<file path="src/rtl/swsnd_pkg.sv">
// Shared types and constants of the sliding window sender.
package swsnd_pkg;

  localparam int unsigned WINDOW_MAX_DFLT  = 16;
  localparam int unsigned QUEUE_DEPTH_DFLT = 128;
  localparam logic [4:0]  WIN_SIZE_RESET   = 5'd4;

  typedef enum logic [1:0] {
    CMD_SEND    = 2'd0,
    CMD_ACK     = 2'd1,
    CMD_TIMEOUT = 2'd2
  } cmd_e;

  typedef enum logic [2:0] {
    ACT_TX_NEW  = 3'd0,
    ACT_TX_DEQ  = 3'd1,
    ACT_RETX    = 3'd2,
    ACT_QUEUED  = 3'd3,
    ACT_DROPPED = 3'd4
  } action_e;

  typedef enum logic [3:0] {
    ST_IDLE,
    ST_SEND,
    ST_ACK_RD,
    ST_ACK_EV,
    ST_TO_RD,
    ST_TO_EV,
    ST_RT_CHK,
    ST_RT_EV,
    ST_FIN
  } state_e;

  // One window slot as held in the slot memory
  typedef struct packed {
    logic [31:0] pidx;
    logic [31:0] exp_ack;
    logic [31:0] seq;
    logic [9:0]  len;
    logic        fin;
  } slot_t;

  // One queued segment
  typedef struct packed {
    logic [9:0] len;
    logic       fin;
  } qent_t;

  typedef struct packed {
    action_e     action;
    logic [31:0] packet_number;
    logic [31:0] byte_seq;
    logic [9:0]  data_len;
    logic        fin_flag;
    logic        restart_timer;
    logic        last;
  } result_t;

endpackage

</file>
<file path="src/rtl/swsnd_in_if.sv">
// Command channel interface of the sliding window sender.
interface swsnd_in_if;
  logic        valid;
  logic        ready;
  logic [1:0]  command;
  logic [9:0]  seg_len;
  logic        seg_fin;
  logic [31:0] ack_value;

  modport source (output valid, command, seg_len, seg_fin, ack_value, input ready);
  modport sink   (input valid, command, seg_len, seg_fin, ack_value, output ready);
endinterface

</file>
<file path="src/rtl/swsnd_out_if.sv">
// Result channel interface of the sliding window sender.
interface swsnd_out_if;
  logic        valid;
  logic        ready;
  logic [2:0]  action;
  logic [31:0] packet_number;
  logic [31:0] byte_seq;
  logic [9:0]  data_len;
  logic        fin_flag;
  logic        restart_timer;
  logic        last;

  modport source (output valid, action, packet_number, byte_seq, data_len, fin_flag,
                  restart_timer, last, input ready);
  modport sink   (input valid, action, packet_number, byte_seq, data_len, fin_flag,
                  restart_timer, last, output ready);
endinterface

</file>
<file path="src/rtl/swsnd_ram.sv">
// Generic simple dual port RAM with registered read.
module swsnd_ram #(
  parameter int unsigned WIDTH = 8,
  parameter int unsigned DEPTH = 16,
  localparam int unsigned AW = (DEPTH > 1) ? $clog2(DEPTH) : 1
) (
  input  logic             clk_i,
  input  logic             we_i,
  input  logic [AW-1:0]    waddr_i,
  input  logic [WIDTH-1:0] wdata_i,
  input  logic [AW-1:0]    raddr_i,
  output logic [WIDTH-1:0] rdata_o
);

  logic [WIDTH-1:0] mem [DEPTH];

  // Write port and registered read port
  always_ff @(posedge clk_i) begin
    if (we_i) begin
      mem[waddr_i] <= wdata_i;
    end
    rdata_o <= mem[raddr_i];
  end

endmodule

</file>
<file path="src/rtl/sliding_window_sender_top.sv">
// Top level of the sliding window sender: slot/queue memories and control sequencer.
//
// Usage: commands enter on snd_i (send segment, cumulative ack, retransmit timeout);
// results leave on res_o, the final result of a command carrying last. window_size
// is to be written through cfg_we_i/cfg_wdata_i only while the block is idle;
// the block does not enforce this. One command is handled at a time; snd_i.ready
// is high only between commands. Send: one result, through the result stage to
// the output register; the next command is taken once it leaves the result stage.
// Ack: the sequencer visits every window slot, with a read state and an evaluation
// state per slot for the registered read of the slot memory; the last result is
// moved to the output register in ST_FIN, which waits while the receiver stalls;
// the next command is taken after that.
// Timeout: a pass over all slots maps busy slots to their window position, then
// each position is checked in turn and each mapped one is retransmitted.
// The queue memory is read at its head and gives the segment released by an ack.
// A result stage holds the newest result until the next one or the end of the
// command decides its last and restart_timer bits; an output register parts it
// from the receiver. When the receiver stalls the sequencer holds in place.
// Reset empties the window, queue and counters and sets window_size to 4; the
// memories need no clearing since only busy slots and held queue entries are read.
module sliding_window_sender_top
  import swsnd_pkg::*;
#(
  parameter int unsigned WINDOW_MAX  = WINDOW_MAX_DFLT,
  parameter int unsigned QUEUE_DEPTH = QUEUE_DEPTH_DFLT
) (
  input  logic       clk_i,
  input  logic       rst_ni,
  input  logic       cfg_we_i,
  input  logic [4:0] cfg_wdata_i,
  swsnd_in_if.sink   snd_i,
  swsnd_out_if.source res_o
);

  localparam int unsigned SW  = (WINDOW_MAX > 1) ? $clog2(WINDOW_MAX) : 1;
  localparam int unsigned CW  = $clog2(WINDOW_MAX + 1);
  localparam int unsigned QW  = (QUEUE_DEPTH > 1) ? $clog2(QUEUE_DEPTH) : 1;
  localparam int unsigned QCW = $clog2(QUEUE_DEPTH + 1);

  state_e                 state_q, state_d;
  logic [4:0]             win_reg_q;
  logic [WINDOW_MAX-1:0]  busy_q, busy_d;
  logic [31:0]            base_q, base_d;
  logic [31:0]            next_pidx_q, next_pidx_d;
  logic [31:0]            byte_cnt_q, byte_cnt_d;
  logic [QW-1:0]          q_head_q, q_head_d, q_tail_q, q_tail_d;
  logic [QCW-1:0]         q_count_q, q_count_d;
  logic [9:0]             seg_len_q, seg_len_d;
  logic                   seg_fin_q, seg_fin_d;
  logic [31:0]            ack_q, ack_d;
  logic                   retx_q, retx_d;
  logic [SW-1:0]          idx_q, idx_d;
  logic [CW-1:0]          pos_q, pos_d;
  logic [CW-1:0]          freed_q, freed_d;
  logic                   pending_q, pending_d;
  logic [WINDOW_MAX-1:0]  map_v_q, map_v_d;
  logic [SW-1:0]          map_slot_q [WINDOW_MAX];
  logic [SW-1:0]          map_slot_d [WINDOW_MAX];
  logic                   rs_valid_q, rs_valid_d;
  result_t                rs_q, rs_d;
  logic                   out_valid_q, out_valid_d;
  result_t                out_q, out_d;

  logic [CW-1:0]          ws_eff;
  logic [CW-1:0]          busy_cnt;
  logic [WINDOW_MAX-1:0]  free_mask;
  logic [SW-1:0]          low_free;
  logic                   can_push;
  logic                   last_slot;
  logic                   ack_hit;
  logic                   pend_now;
  logic [31:0]            diff;
  logic [CW-1:0]          freed_n;

  logic                   slot_we;
  logic [SW-1:0]          slot_waddr, slot_raddr;
  slot_t                  slot_wdata, slot_rdata;
  logic                   q_we;
  qent_t                  q_wdata, q_rdata;

  // Slot memory: one entry per window slot
  swsnd_ram #(.WIDTH($bits(slot_t)), .DEPTH(WINDOW_MAX)) u_slot_ram (
    .clk_i   (clk_i),
    .we_i    (slot_we),
    .waddr_i (slot_waddr),
    .wdata_i (slot_wdata),
    .raddr_i (slot_raddr),
    .rdata_o (slot_rdata)
  );

  // Segment queue memory, read at the head
  swsnd_ram #(.WIDTH($bits(qent_t)), .DEPTH(QUEUE_DEPTH)) u_queue_ram (
    .clk_i   (clk_i),
    .we_i    (q_we),
    .waddr_i (q_tail_q),
    .wdata_i (q_wdata),
    .raddr_i (q_head_q),
    .rdata_o (q_rdata)
  );

  // Clamp the configured window size
  always_comb begin
    if (win_reg_q == 5'd0) begin
      ws_eff = CW'(1);
    end else if (32'(win_reg_q) > 32'(WINDOW_MAX)) begin
      ws_eff = CW'(WINDOW_MAX);
    end else begin
      ws_eff = CW'(win_reg_q);
    end
  end

  // Count busy slots and find the lowest free one
  always_comb begin
    busy_cnt = '0;
    for (int k = 0; k < WINDOW_MAX; k++) begin
      busy_cnt = busy_cnt + CW'(busy_q[k]);
    end
    free_mask = ~busy_q;
    if (state_q == ST_ACK_EV) begin
      free_mask[idx_q] = 1'b1;
    end
    low_free = '0;
    for (int k = WINDOW_MAX - 1; k >= 0; k--) begin
      if (free_mask[k]) begin
        low_free = SW'(k);
      end
    end
  end

  assign can_push  = !out_valid_q || res_o.ready;
  assign last_slot = (idx_q == SW'(WINDOW_MAX - 1));
  assign ack_hit   = busy_q[idx_q] && (slot_rdata.pidx >= base_q) &&
                     (ack_q >= slot_rdata.exp_ack);
  assign pend_now  = pending_q || (slot_rdata.pidx == base_q);
  assign diff      = slot_rdata.pidx - base_q;
  assign freed_n   = freed_q + CW'(ack_hit);

  // Slot read address: scan index, or mapped slot during retransmission
  always_comb begin
    if (state_q == ST_RT_CHK || state_q == ST_RT_EV) begin
      slot_raddr = map_slot_q[pos_q[SW-1:0]];
    end else begin
      slot_raddr = idx_q;
    end
  end

  // Sequencer: next state, counters, memory writes and result staging
  always_comb begin
    state_d     = state_q;
    busy_d      = busy_q;
    base_d      = base_q;
    next_pidx_d = next_pidx_q;
    byte_cnt_d  = byte_cnt_q;
    q_head_d    = q_head_q;
    q_tail_d    = q_tail_q;
    q_count_d   = q_count_q;
    seg_len_d   = seg_len_q;
    seg_fin_d   = seg_fin_q;
    ack_d       = ack_q;
    retx_d      = retx_q;
    idx_d       = idx_q;
    pos_d       = pos_q;
    freed_d     = freed_q;
    pending_d   = pending_q;
    map_v_d     = map_v_q;
    map_slot_d  = map_slot_q;
    rs_valid_d  = rs_valid_q;
    rs_d        = rs_q;
    out_valid_d = out_valid_q && !res_o.ready;
    out_d       = out_q;
    slot_we     = 1'b0;
    slot_waddr  = low_free;
    slot_wdata  = '{pidx: next_pidx_q, exp_ack: byte_cnt_q + 32'(seg_len_q),
                    seq: byte_cnt_q, len: seg_len_q, fin: seg_fin_q};
    q_we        = 1'b0;
    q_wdata     = '{len: seg_len_q, fin: seg_fin_q};
    snd_i.ready = (state_q == ST_IDLE);

    unique case (state_q)
      ST_IDLE: begin
        if (snd_i.valid) begin
          seg_len_d = snd_i.seg_len;
          seg_fin_d = snd_i.seg_fin;
          ack_d     = snd_i.ack_value;
          idx_d     = '0;
          pos_d     = '0;
          freed_d   = '0;
          pending_d = 1'b0;
          map_v_d   = '0;
          retx_d    = 1'b0;
          unique case (cmd_e'(snd_i.command))
            CMD_SEND:    state_d = ST_SEND;
            CMD_ACK:     state_d = ST_ACK_RD;
            CMD_TIMEOUT: begin
              state_d = ST_TO_RD;
              retx_d  = 1'b1;
            end
            default:     state_d = ST_IDLE;
          endcase
        end
      end

      ST_SEND: begin
        rs_valid_d = 1'b1;
        if (busy_cnt < ws_eff) begin
          slot_we           = 1'b1;
          busy_d[low_free]  = 1'b1;
          next_pidx_d       = next_pidx_q + 32'd1;
          byte_cnt_d        = byte_cnt_q + 32'(seg_len_q);
          rs_d = '{action: ACT_TX_NEW, packet_number: next_pidx_q, byte_seq: byte_cnt_q,
                   data_len: seg_len_q, fin_flag: seg_fin_q,
                   restart_timer: (next_pidx_q == base_q), last: 1'b0};
        end else if (32'(q_count_q) < 32'(QUEUE_DEPTH)) begin
          q_we      = 1'b1;
          q_tail_d  = (q_tail_q == QW'(QUEUE_DEPTH - 1)) ? '0 : q_tail_q + QW'(1);
          q_count_d = q_count_q + QCW'(1);
          rs_d = '{action: ACT_QUEUED, packet_number: 32'd0, byte_seq: 32'd0,
                   data_len: seg_len_q, fin_flag: seg_fin_q, restart_timer: 1'b0,
                   last: 1'b0};
        end else begin
          rs_d = '{action: ACT_DROPPED, packet_number: 32'd0, byte_seq: 32'd0,
                   data_len: seg_len_q, fin_flag: seg_fin_q, restart_timer: 1'b0,
                   last: 1'b0};
        end
        state_d = ST_FIN;
      end

      ST_ACK_RD: state_d = ST_ACK_EV;

      ST_ACK_EV: begin
        // Hold while a released segment cannot be staged
        if (!(ack_hit && q_count_q != '0 && rs_valid_q && !can_push)) begin
          if (ack_hit) begin
            busy_d[idx_q] = 1'b0;
            freed_d       = freed_n;
            pending_d     = pend_now;
            if (q_count_q != '0) begin
              if (rs_valid_q) begin
                out_valid_d = 1'b1;
                out_d       = rs_q;
              end
              slot_we          = 1'b1;
              slot_wdata       = '{pidx: next_pidx_q,
                                   exp_ack: byte_cnt_q + 32'(q_rdata.len),
                                   seq: byte_cnt_q, len: q_rdata.len, fin: q_rdata.fin};
              busy_d[low_free] = 1'b1;
              next_pidx_d      = next_pidx_q + 32'd1;
              byte_cnt_d       = byte_cnt_q + 32'(q_rdata.len);
              q_count_d        = q_count_q - QCW'(1);
              q_head_d   = (q_head_q == QW'(QUEUE_DEPTH - 1)) ? '0 : q_head_q + QW'(1);
              rs_valid_d = 1'b1;
              rs_d = '{action: ACT_TX_DEQ, packet_number: next_pidx_q,
                       byte_seq: byte_cnt_q, data_len: q_rdata.len,
                       fin_flag: q_rdata.fin, restart_timer: pend_now, last: 1'b0};
              pending_d  = 1'b0;
            end
          end
          if (last_slot) begin
            base_d  = base_q + 32'(freed_n);
            state_d = ST_FIN;
          end else begin
            idx_d   = idx_q + SW'(1);
            state_d = ST_ACK_RD;
          end
        end
      end

      ST_TO_RD: state_d = ST_TO_EV;

      ST_TO_EV: begin
        // Map each busy slot in the window to its position from base
        if (busy_q[idx_q] && diff < 32'(ws_eff) && !map_v_q[diff[SW-1:0]]) begin
          map_v_d[diff[SW-1:0]]    = 1'b1;
          map_slot_d[diff[SW-1:0]] = idx_q;
        end
        if (last_slot) begin
          state_d = ST_RT_CHK;
        end else begin
          idx_d   = idx_q + SW'(1);
          state_d = ST_TO_RD;
        end
      end

      ST_RT_CHK: begin
        if (pos_q >= ws_eff) begin
          state_d = ST_FIN;
        end else if (map_v_q[pos_q[SW-1:0]]) begin
          state_d = ST_RT_EV;
        end else begin
          pos_d = pos_q + CW'(1);
        end
      end

      ST_RT_EV: begin
        if (!(rs_valid_q && !can_push)) begin
          if (rs_valid_q) begin
            out_valid_d = 1'b1;
            out_d       = rs_q;
          end
          rs_valid_d = 1'b1;
          rs_d = '{action: ACT_RETX, packet_number: base_q + 32'(pos_q),
                   byte_seq: slot_rdata.seq, data_len: slot_rdata.len,
                   fin_flag: slot_rdata.fin, restart_timer: 1'b0, last: 1'b0};
          pos_d   = pos_q + CW'(1);
          state_d = ST_RT_CHK;
        end
      end

      ST_FIN: begin
        // Flush the staged result as the last one of the command
        if (!rs_valid_q) begin
          state_d = ST_IDLE;
        end else if (can_push) begin
          out_valid_d = 1'b1;
          out_d       = rs_q;
          out_d.last  = 1'b1;
          if (retx_q) begin
            out_d.restart_timer = 1'b1;
          end
          rs_valid_d = 1'b0;
          state_d    = ST_IDLE;
        end
      end

      default: state_d = ST_IDLE;
    endcase
  end

  // Control registers
  always_ff @(posedge clk_i or negedge rst_ni) begin
    if (!rst_ni) begin
      state_q     <= ST_IDLE;
      win_reg_q   <= WIN_SIZE_RESET;
      busy_q      <= '0;
      base_q      <= '0;
      next_pidx_q <= '0;
      byte_cnt_q  <= '0;
      q_head_q    <= '0;
      q_tail_q    <= '0;
      q_count_q   <= '0;
      rs_valid_q  <= 1'b0;
      out_valid_q <= 1'b0;
      map_v_q     <= '0;
      pending_q   <= 1'b0;
      freed_q     <= '0;
      idx_q       <= '0;
      pos_q       <= '0;
      retx_q      <= 1'b0;
    end else begin
      state_q     <= state_d;
      if (cfg_we_i) begin
        win_reg_q <= cfg_wdata_i;
      end
      busy_q      <= busy_d;
      base_q      <= base_d;
      next_pidx_q <= next_pidx_d;
      byte_cnt_q  <= byte_cnt_d;
      q_head_q    <= q_head_d;
      q_tail_q    <= q_tail_d;
      q_count_q   <= q_count_d;
      rs_valid_q  <= rs_valid_d;
      out_valid_q <= out_valid_d;
      map_v_q     <= map_v_d;
      pending_q   <= pending_d;
      freed_q     <= freed_d;
      idx_q       <= idx_d;
      pos_q       <= pos_d;
      retx_q      <= retx_d;
    end
  end

  // Payload registers
  always_ff @(posedge clk_i) begin
    seg_len_q  <= seg_len_d;
    seg_fin_q  <= seg_fin_d;
    ack_q      <= ack_d;
    map_slot_q <= map_slot_d;
    rs_q       <= rs_d;
    out_q      <= out_d;
  end

  // Drive the result channel
  assign res_o.valid         = out_valid_q;
  assign res_o.action        = out_q.action;
  assign res_o.packet_number = out_q.packet_number;
  assign res_o.byte_seq      = out_q.byte_seq;
  assign res_o.data_len      = out_q.data_len;
  assign res_o.fin_flag      = out_q.fin_flag;
  assign res_o.restart_timer = out_q.restart_timer;
  assign res_o.last          = out_q.last;

`ifndef SYNTH
  a_qcount_bound: assert property (@(posedge clk_i) disable iff (!rst_ni)
    32'(q_count_q) <= 32'(QUEUE_DEPTH))
    else $error("queue count beyond depth");

  a_qempty_ptrs: assert property (@(posedge clk_i) disable iff (!rst_ni)
    (q_count_q == '0) |-> (q_head_q == q_tail_q))
    else $error("empty queue with unequal pointers");

  a_stage_empty_idle: assert property (@(posedge clk_i) disable iff (!rst_ni)
    (state_q == ST_IDLE) |-> !rs_valid_q)
    else $error("staged result left behind at idle");

  a_fin_flush: assert property (@(posedge clk_i) disable iff (!rst_ni)
    (state_q == ST_FIN && rs_valid_q && can_push) |=> (out_valid_q && out_q.last))
    else $error("final result not marked last");
`endif

endmodule
</file>
<file path="src/flat_wrapper.sv">
// flat-port wrapper written by rule: the top's interface ports become plain ports
module sliding_window_sender_top_flat import swsnd_pkg::*;
#(
  parameter int unsigned WINDOW_MAX  = WINDOW_MAX_DFLT,
  parameter int unsigned QUEUE_DEPTH = QUEUE_DEPTH_DFLT
)
  (clk_i, rst_ni, cfg_we_i, cfg_wdata_i, snd_i_valid, snd_i_command, snd_i_seg_len, snd_i_seg_fin, snd_i_ack_value, snd_i_ready, res_o_valid, res_o_action, res_o_packet_number, res_o_byte_seq, res_o_data_len, res_o_fin_flag, res_o_restart_timer, res_o_last, res_o_ready);
  swsnd_in_if snd_i_i ();
  swsnd_out_if res_o_i ();
  input  logic clk_i;
  input  logic rst_ni;
  input  logic cfg_we_i;
  input  logic [4:0] cfg_wdata_i;
  input wire logic [$bits(snd_i_i.valid)-1:0] snd_i_valid;
  input wire logic [$bits(snd_i_i.command)-1:0] snd_i_command;
  input wire logic [$bits(snd_i_i.seg_len)-1:0] snd_i_seg_len;
  input wire logic [$bits(snd_i_i.seg_fin)-1:0] snd_i_seg_fin;
  input wire logic [$bits(snd_i_i.ack_value)-1:0] snd_i_ack_value;
  output wire logic [$bits(snd_i_i.ready)-1:0] snd_i_ready;
  output wire logic [$bits(res_o_i.valid)-1:0] res_o_valid;
  output wire logic [$bits(res_o_i.action)-1:0] res_o_action;
  output wire logic [$bits(res_o_i.packet_number)-1:0] res_o_packet_number;
  output wire logic [$bits(res_o_i.byte_seq)-1:0] res_o_byte_seq;
  output wire logic [$bits(res_o_i.data_len)-1:0] res_o_data_len;
  output wire logic [$bits(res_o_i.fin_flag)-1:0] res_o_fin_flag;
  output wire logic [$bits(res_o_i.restart_timer)-1:0] res_o_restart_timer;
  output wire logic [$bits(res_o_i.last)-1:0] res_o_last;
  input wire logic [$bits(res_o_i.ready)-1:0] res_o_ready;
  assign snd_i_i.valid = snd_i_valid;
  assign snd_i_i.command = snd_i_command;
  assign snd_i_i.seg_len = snd_i_seg_len;
  assign snd_i_i.seg_fin = snd_i_seg_fin;
  assign snd_i_i.ack_value = snd_i_ack_value;
  assign snd_i_ready = snd_i_i.ready;
  assign res_o_valid = res_o_i.valid;
  assign res_o_action = res_o_i.action;
  assign res_o_packet_number = res_o_i.packet_number;
  assign res_o_byte_seq = res_o_i.byte_seq;
  assign res_o_data_len = res_o_i.data_len;
  assign res_o_fin_flag = res_o_i.fin_flag;
  assign res_o_restart_timer = res_o_i.restart_timer;
  assign res_o_last = res_o_i.last;
  assign res_o_i.ready = res_o_ready;
  sliding_window_sender_top #(.WINDOW_MAX(WINDOW_MAX), .QUEUE_DEPTH(QUEUE_DEPTH)) u_core (.clk_i(clk_i), .rst_ni(rst_ni), .cfg_we_i(cfg_we_i), .cfg_wdata_i(cfg_wdata_i), .snd_i(snd_i_i), .res_o(res_o_i));
endmodule
</file>
<file path="config.mk">
export PLATFORM = sky130hd
export DESIGN_NAME = sliding_window_sender_top_flat
export DESIGN_NICKNAME = d
export VERILOG_FILES = /design/src/rtl/swsnd_pkg.sv /design/src/rtl/swsnd_in_if.sv /design/src/rtl/swsnd_out_if.sv /design/src/rtl/swsnd_ram.sv /design/src/rtl/sliding_window_sender_top.sv /design/src/flat_wrapper.sv
export SDC_FILE = /design/constraint.sdc
export NUM_CORES = 2
export LEC_CHECK = 0
export ABC_CLOCK_PERIOD_IN_PS = 18100
export BUFFER_PORTS_ARGS = -buffer_cell sky130_fd_sc_hd__buf_2
export CORE_AREA = 2 2 518 726
export CTS_CLUSTER_SIZE = 8
export DETAILED_ROUTE_END_ITERATION = 10
export DIE_AREA = 0 0 520 728
export GPL_TIMING_DRIVEN = 0
export PLACE_DENSITY = 0.65
export SYNTH_ARGS = -nofsm -noshare
export SYNTH_HDL_FRONTEND = slang
export SYNTH_SLANG_ARGS = --single-unit
</file>
<file path="constraint.sdc">
create_clock -name clk_i -period 18.1 [get_ports clk_i]
set_clock_uncertainty 0.1 [all_clocks]
set_input_delay 3.62 -clock clk_i [delete_from_list [all_inputs] [get_ports clk_i]]
set_output_delay 3.62 -clock clk_i [all_outputs]
set_load 0.02 [all_outputs]
</file>
Yosys cells after proc, flatten, opt, wreduce, memory -nomap -nowiden

Memories as Yosys holds them, arrays and structs flattened. A register that Yosys moved wholly into a read port is not among the register bits.
Cells that the tools add are included.

Bits in registers: 444
Memory bits (writable): 3,120
Input bits: 55
Memories kept: 2

Add/sub/neg operators: 28
Order comparisons: 17
Equality and inequality tests: 30
Multiplexer cells: 140
Bitwise gates (word level): 11
Reductions and logical operators: 48

Memory list:

| name                   | words | bits a word | read ports | clocked after Yosys merged registers in | wr ports | RTL line        | source |
|---|---|---|---|---|---|---|---|
| u_core.u_slot_ram.mem  | 16    | 107         | 1          | 1                                       | 1        | swsnd_ram.sv:15 | `logic [WIDTH-1:0] mem [DEPTH];` |
| u_core.u_queue_ram.mem | 128   | 11          | 1          | 1                                       | 1        | swsnd_ram.sv:15 |  |

Operator list:

| kind                                                             | number |
|---|---|
| 80-bit two-way mux                                               | 13 |
| 80-bit case mux with 3 select lines                              | 2 |
| 75-bit two-way mux                                               | 4 |
| 32-bit two-way mux                                               | 8 |
| 32-bit case mux with 2 select lines                              | 2 |
| 4-bit two-way mux                                                | 31 |
| 16-bit two-way mux                                               | 7 |
| 5-bit by 1-bit adder with 5-bit output                           | 15 |
| 32-bit by 10-bit adder with 32-bit output                        | 2 |
| 32-bit by 5-bit adder with 32-bit output                         | 2 |
| 64-bit bitwise mux                                               | 1 |
| 32-bit equality test                                             | 2 |
| 32-bit >= comparator                                             | 2 |
| 16-bit bitwise OR                                                | 4 |
| 16-bit case mux with 2 select lines                              | 2 |
| 5-bit two-way mux                                                | 8 |
| 8-bit two-way mux                                                | 5 |
| 1-bit two-way mux                                                | 36 |
| 4-bit case mux with 9 select lines                               | 1 |
| 32-bit by 1-bit adder with 32-bit output (second input constant) | 1 |
| 32-bit by 5-bit less-than comparator with 1-bit output           | 1 |
| 16-bit NOT                                                       | 2 |
| 32-bit subtractor                                                | 1 |
| 5-bit AND reduction                                              | 5 |
| 56 further kinds                                                 | 117 |

Logic depth before layout (Yosys ltp)

Word-level depth: 31
Mapped depth: 23
Depth with buffers taken out: 23

Hierarchy

A second synthesis with hierarchy kept.

Cells, all modules: 7,357
Area total of the unflattened synthesis: 146,225.2 sq um

Modules (own cells, without submodules):

| module                         | times used | cells an instance | area each (sq um) |
|---|---|---|---|
| swsnd_ram (u_core.u_slot_ram)  | 1          | 2,738             | 66,371.2 |
| swsnd_ram (u_core.u_queue_ram) | 1          | 2,178             | 54,240.8 |
| sliding_window_sender_top      | 1          | 2,441             | 25,613.3 |

Least setup slack after synthesis

No wires, ideal clock.

Kind: input port to flip-flop
Start point: input res_o_ready
End point: register u_core.rs_q[10] in the netlist's numbering, enable pin
Arrival: 10.063 ns
Path slack: 7.297 ns
Stages on the path: 5
Path buffers: 0
Cell sequence: nor2b_1 > nand2_1 > nand2_1 > o21ai_0 > a21boi_0

Cells in the longest elaborated chain, start to end: 5

Ends and longest elaborated chain:

| item                                 | RTL line                                                           | source |
|---|---|---|
| start: declaration                   | flat_wrapper.sv:28                                                 | `input wire logic [$bits(res_o_i.ready)-1:0] res_o_ready;` |
| 1-bit logical OR (*)                 | sliding_window_sender_top.sv:130                                   | `assign can_push = !out_valid_q \|\| res_o.ready;` |
| 1-bit logical NOT (*)                | sliding_window_sender_top.sv:232, sliding_window_sender_top.sv:295 |  |
| 1-bit logical AND (on tied branches) | sliding_window_sender_top.sv:232, sliding_window_sender_top.sv:295 |  |
| 2-bit inequality test (no line)      | n/a                                                                |  |
| 5-bit AND reduction (no line) (*)    | n/a                                                                |  |
| end signal: assignment               | sliding_window_sender_top.sv:378                                   | `rs_q <= rs_d;` |
| end: declaration                     | sliding_window_sender_top.sv:60                                    | `result_t rs_q, rs_d;` |

Every way passes the cells marked *; elsewhere a longest branch is shown, timed or not.
A chain may end at the register's enable or synchronous reset.

Worst setup path in the final report

Start point: register u_core.busy_q[0]
End point: memory u_core.u_slot_ram.mem[14][102] in the netlist's numbering, enable pin

Cells in the longest elaborated chain, start to end: 20

Ends and longest elaborated chain:

| item                                                  | RTL line                         | source |
|---|---|---|
| start: declaration                                    | sliding_window_sender_top.sv:42  | `logic [WINDOW_MAX-1:0] busy_q, busy_d;` |
| start signal: assignment                              | sliding_window_sender_top.sv:354 | `busy_q <= busy_d;` |
| 1-bit by 1-bit adder with 2-bit output                | sliding_window_sender_top.sv:116 | `busy_cnt = busy_cnt + CW'(busy_q[k]);` |
| 5-bit by 1-bit adder with 5-bit output (14 in series) | sliding_window_sender_top.sv:116 |  |
| 5-bit less-than comparator                            | sliding_window_sender_top.sv:205 | `if (busy_cnt < ws_eff) begin` |
| 1-bit two-way mux                                     | sliding_window_sender_top.sv:205 |  |
| 1-bit case mux with 2 select lines                    | sliding_window_sender_top.sv:179 | `unique case (state_q)` |
| 1-bit two-way mux                                     | swsnd_ram.sv:19                  | `if (we_i) begin` |
| 1-bit two-way mux (not written as such)               | swsnd_ram.sv:20                  | `mem[waddr_i] <= wdata_i;` |
| end: declaration                                      | swsnd_ram.sv:15                  |  |

Several ways; a longest one is shown, not always the timed one. The select of a mux whose other input is x is not followed.

==> flow_summary.json <==
{
  "fin_setup_tns_ns": 0,
  "r2r-end": "u_core.u_slot_ram.mem[14][102]",
  "pwr-share-seq": 0.405,
  "ctsHoldBuffers": 0,
  "rsz0062_at_grt": "false",
  "critPathMaxStageDelay_ns": 0.93,
  "grt_pass1_wl_um": 604000,
  "areaGrowthSynthToFinish_pct": 17.3,
  "row_count": 265,
  "min_from": "u_core.retx_q",
  "crit_chain": "ha_1 > inv_1 > fa_1 > fa_1 > fa_1 > fa_1 > fa_1 > fa_1 > inv_1 > ha_1 > a21o_1 > a21oi_1 > o21ai_1 > nor3_1 > or2_2 > clkbuf_1 > nand3_1 > nor2_4 > buf_12 > buf_12",
  "synth_ff_type": "edfxtp_1",
  "synthMuxAreaShare": 0.0782,
  "synth_top_area_cell": "edfxtp_1",
  "ys_seq_area_frac": 0.731,
  "synth_xor_area_frac": 0.0126,
  "p_leak_nw": 58.7,
  "firstDrtPassIters": 11,
  "clk_pin_slew_ns": 0.05,
  "swShare": 0.322,
  "crit_end": "u_core.u_slot_ram.mem[14][102]",
  "cts_buffers": 535,
  "tritoncts": "built",
  "final_cell_mix": "3386 x edfxtp_1, 1763 x nand2_1, 591 x clkbuf_1",
  "synthSimpleGateAreaFrac": 0.0866,
  "finalMaxSlewViolations": 13,
  "antenna_found_initial": 31,
  "dpl.hpwl_um": 301000,
  "status": "finished, violations left",
  "critical_path_arrival_ns": 9.19,
  "violations": "DRC, capacitance limit, slew limit",
  "io_pins": 137,
  "remaining_drc_errors": 54,
  "cts_resized": 0,
  "grt_pass1_vias": 89200,
  "cpMostUsedCell": "fa_1",
  "numClockSinks": 3681,
  "synth_top_family_by_area": "simple AND/OR/NAND/NOR gates",
  "period_needed_ns": 8.68,
  "layout_commonest_cell": "edfxtp_1",
  "p_per_area_nw_per_um2": 153,
  "wl_um": 421000,
  "yosys_warnings": 0,
  "cts_root_buf": "clkbuf_16",
  "crit_cells": 20,
  "ys_ff_latch": 3681,
  "path_max_fanout": 26,
  "switchingPower_w": 0.00857,
  "postCtsSetupRepairBufs": 0,
  "grt_overflow": 0,
  "timing.fmax_mhz": 115,
  "die_area_um2": 379000,
  "die_h_um": 728,
  "nets": 10500,
  "clk_path_buf_depth": 4,
  "syn_inst": 9509,
  "setup_viol": 0,
  "finalWeightedCongestion": 0.932,
  "path_buf_inv": 5,
  "htree_levels": 6,
  "syn_avg_cell_area_um2": 15.6,
  "crit_family": "adder cells",
  "startpoint_type": "flop",
  "die_w_um": 520,
  "hold_path.class": "reg -> reg",
  "relSlewSlack": -0.0597,
  "worst_slack_ns": 9.42,
  "dpl_worst_slack_ns": 9.50,
  "drt_iter0_drc": 9585,
  "p_int_w": 0.0180,
  "clk_latency_ns": 0.94,
  "grt_max_degree": 93,
  "start_util": 0.399,
  "synth_top_area_share": 0.685,
  "synth_cell_types": 92,
  "synth.net_count": 9708,
  "vias_per_cell": 5.62,
  "ant_nets": 0,
  "reg2regPathDepth": 20,
  "fin_crit_sh": 0.480,
  "crit_path_start": "u_core.busy_q[0]",
  "worstSetupPathType": "reg -> reg",
  "cp.required_ns": 18.61,
  "ir_drop_uv": 199,
  "ys_async_sr_fraction": 0.0481,
  "regToRegSetupSlack_ns": 9.42,
  "slowest_stage": "nor2_4",
  "vias": 87400,
  "nFillCells": 31000,
  "reg2reg_from": "u_core.busy_q[0]",
  "finalPower_w": 0.0266,
  "synthAdderAreaFrac": 0.0129,
  "synth_area_um2": 148000,
  "synth-edff-count": 3386,
  "synth_compound_area_frac": 0.0598,
  "numPortBuffers": 136,
  "drive_gt1_frac": 0.152,
  "drv_cap": 2,
  "hold_violations": 0,
  "p_comb_frac": 0.254,
  "clkPwrFrac": 0.341,
  "tightest_slew_ns": 1.58,
  "grtUsageTotal": 0.217,
  "synth_area_leaders": "edfxtp_1 69%, mux4_2 7.5%, nand2_1 4.5%, dfrtp_1 3.0%, dfxtp_1 1.6%",
  "hold_slack_ns": 0.421,
  "endpoint_kind": "flop",
  "fp.coreArea_um2": 372000,
  "routedWlPerCell_um": 27.1
}
through the flow:
stage,instances,util,instance area [um2]
finish,15500,0.468,174000
global route,15500,0.468,174000
CTS,15500,0.468,174000
detailed placement,14700,0.427,159000
global placement,14600,0.418,155000
floorplan,9509,-,148000
power by group through the flow:
stage	combinational, W	clock, W	sequential (W)
2_1_floorplan	0.00363	0	0.0110
3_3_place_gp	0.00600	0	0.0113
3_5_place_dp	0.00671	0	0.0109
4_1_cts	0.00675	0.00917	0.0108
5_1_grt	0.00720	0.00953	0.0108
6_report	0.00677	0.00907	0.0108
worst reg2reg max path, stage by stage, from the launching register on:
cell and delay (ns):
dfrtp_1 0.44, ha_1 0.30, inv_1 0.04, fa_1 0.50
fa_1 0.43, fa_1 0.52, fa_1 0.43, fa_1 0.44
fa_1 0.59, inv_1 0.06, ha_1 0.29, a21o_1 0.15
a21oi_1 0.14, o21ai_1 0.26, nor3_1 0.67, or2_2 0.22
clkbuf_1 0.53, nand3_1 0.70, nor2_4 0.93, buf_12 0.30
buf_12 0.25
area by class of cell:
| cell class | count | area, um2 | share of cell area |
|---|---|---|---|
| sequential | 3681 | 108000 | 0.623 |
| multi-input combinational | 5117 | 37400 | 0.215 |
| clock buffer | 759 | 14500 | 0.0832 |
| tap | 4939 | 6180 | 0.0355 |
| timing repair buffer | 281 | 4010 | 0.0230 |
| buffer | 570 | 2310 | 0.0133 |
| clock inverter | 45 | 644 | 0.00370 |
| inverter | 141 | 531 | 0.00305 |
| antenna | 13 | 32.5 | 0.000187 |
registers in the layout, indices dropped and copies added, names as in the netlist, 11 cells and up:
register / cells
u_core.map_v_q: 16
u_core.byte_cnt_q: 32
u_core.map_slot_q: 64
u_core.rs_q: 79
u_core.u_slot_ram.mem: 1712
u_core.u_queue_ram.rdata_o: 11
u_core.ack_q: 32
u_core.next_pidx_q: 32
u_core.res_o.byte_seq: 32
u_core.res_o.packet_number: 32
u_core.u_slot_ram.rdata_o: 107
u_core.u_queue_ram.mem: 1408
u_core.base_q: 32
u_core.busy_q: 16
worst min-delay path by stage:
stage          cells after the start                 to  slack (ns)
2_1_floorplan                      2      u_core.retx_q        0.35
3_3_place_gp                       2      u_core.retx_q        0.38
3_5_place_dp                       2      u_core.retx_q        0.39
4_1_cts                            2      u_core.retx_q        0.40
5_1_grt                            1  u_core.base_q[24]        0.43
6_report                           2      u_core.retx_q        0.42
logic make-up (layout without fill, tap and decap cells):
family / after synthesis / count (layout)
AO/OA/AOI/OAI: 1317 / 1317
XOR/XNOR: 214 / 214
adder cells (fa/ha/maj): 144 / 144
buffers and inverters: 711 / 1796
flip-flops: 3681 / 3681
multiplexers: 536 / 536
other: 0 / 13
AND/OR/NAND/NOR: 2906 / 2906
layer usage:
| layer | part of all wire | track usage |
|---|---|---|
| met1 | 0.34 | 0.235 |
| met2 | 0.53 | 0.394 |
| met3 | 0.063 | 0.0315 |
| met4 | 0.071 | 0.143 |
| met5 | 0.000064 | 0 |
synth_stat cells, drive strengths merged, types with 6 or more instances:
| cell | n |
|---|---|
| or3 | 18 |
| o31ai | 9 |
| buf | 178 |
| nor3 | 75 |
| clkbuf | 392 |
| nand4 | 62 |
| nand2b | 11 |
| mux2i | 14 |
| xor2 | 76 |
| ha | 128 |
| nor2 | 275 |
| o21a | 33 |
| nand2 | 1763 |
| nor3b | 12 |
| mux4 | 496 |
| o21bai | 12 |
| dfrtp | 176 |
| nand3 | 288 |
| o211ai | 14 |
| a21o | 38 |
| a211oi | 230 |
| fa | 16 |
| nor4 | 26 |
| a21oi | 83 |
| xnor2 | 138 |
| a22o | 34 |
| a31oi | 235 |
| nor2b | 102 |
| o22ai | 113 |
| dfxtp | 118 |
| mux2 | 26 |
| or2 | 9 |
| o2111ai | 11 |
| o21ai | 337 |
| and2 | 223 |
| inv | 139 |
| and3 | 20 |
| and4 | 6 |
| a221o | 118 |
| edfxtp | 3386 |
No activity file was read; power rests on OpenSTA's default activity.
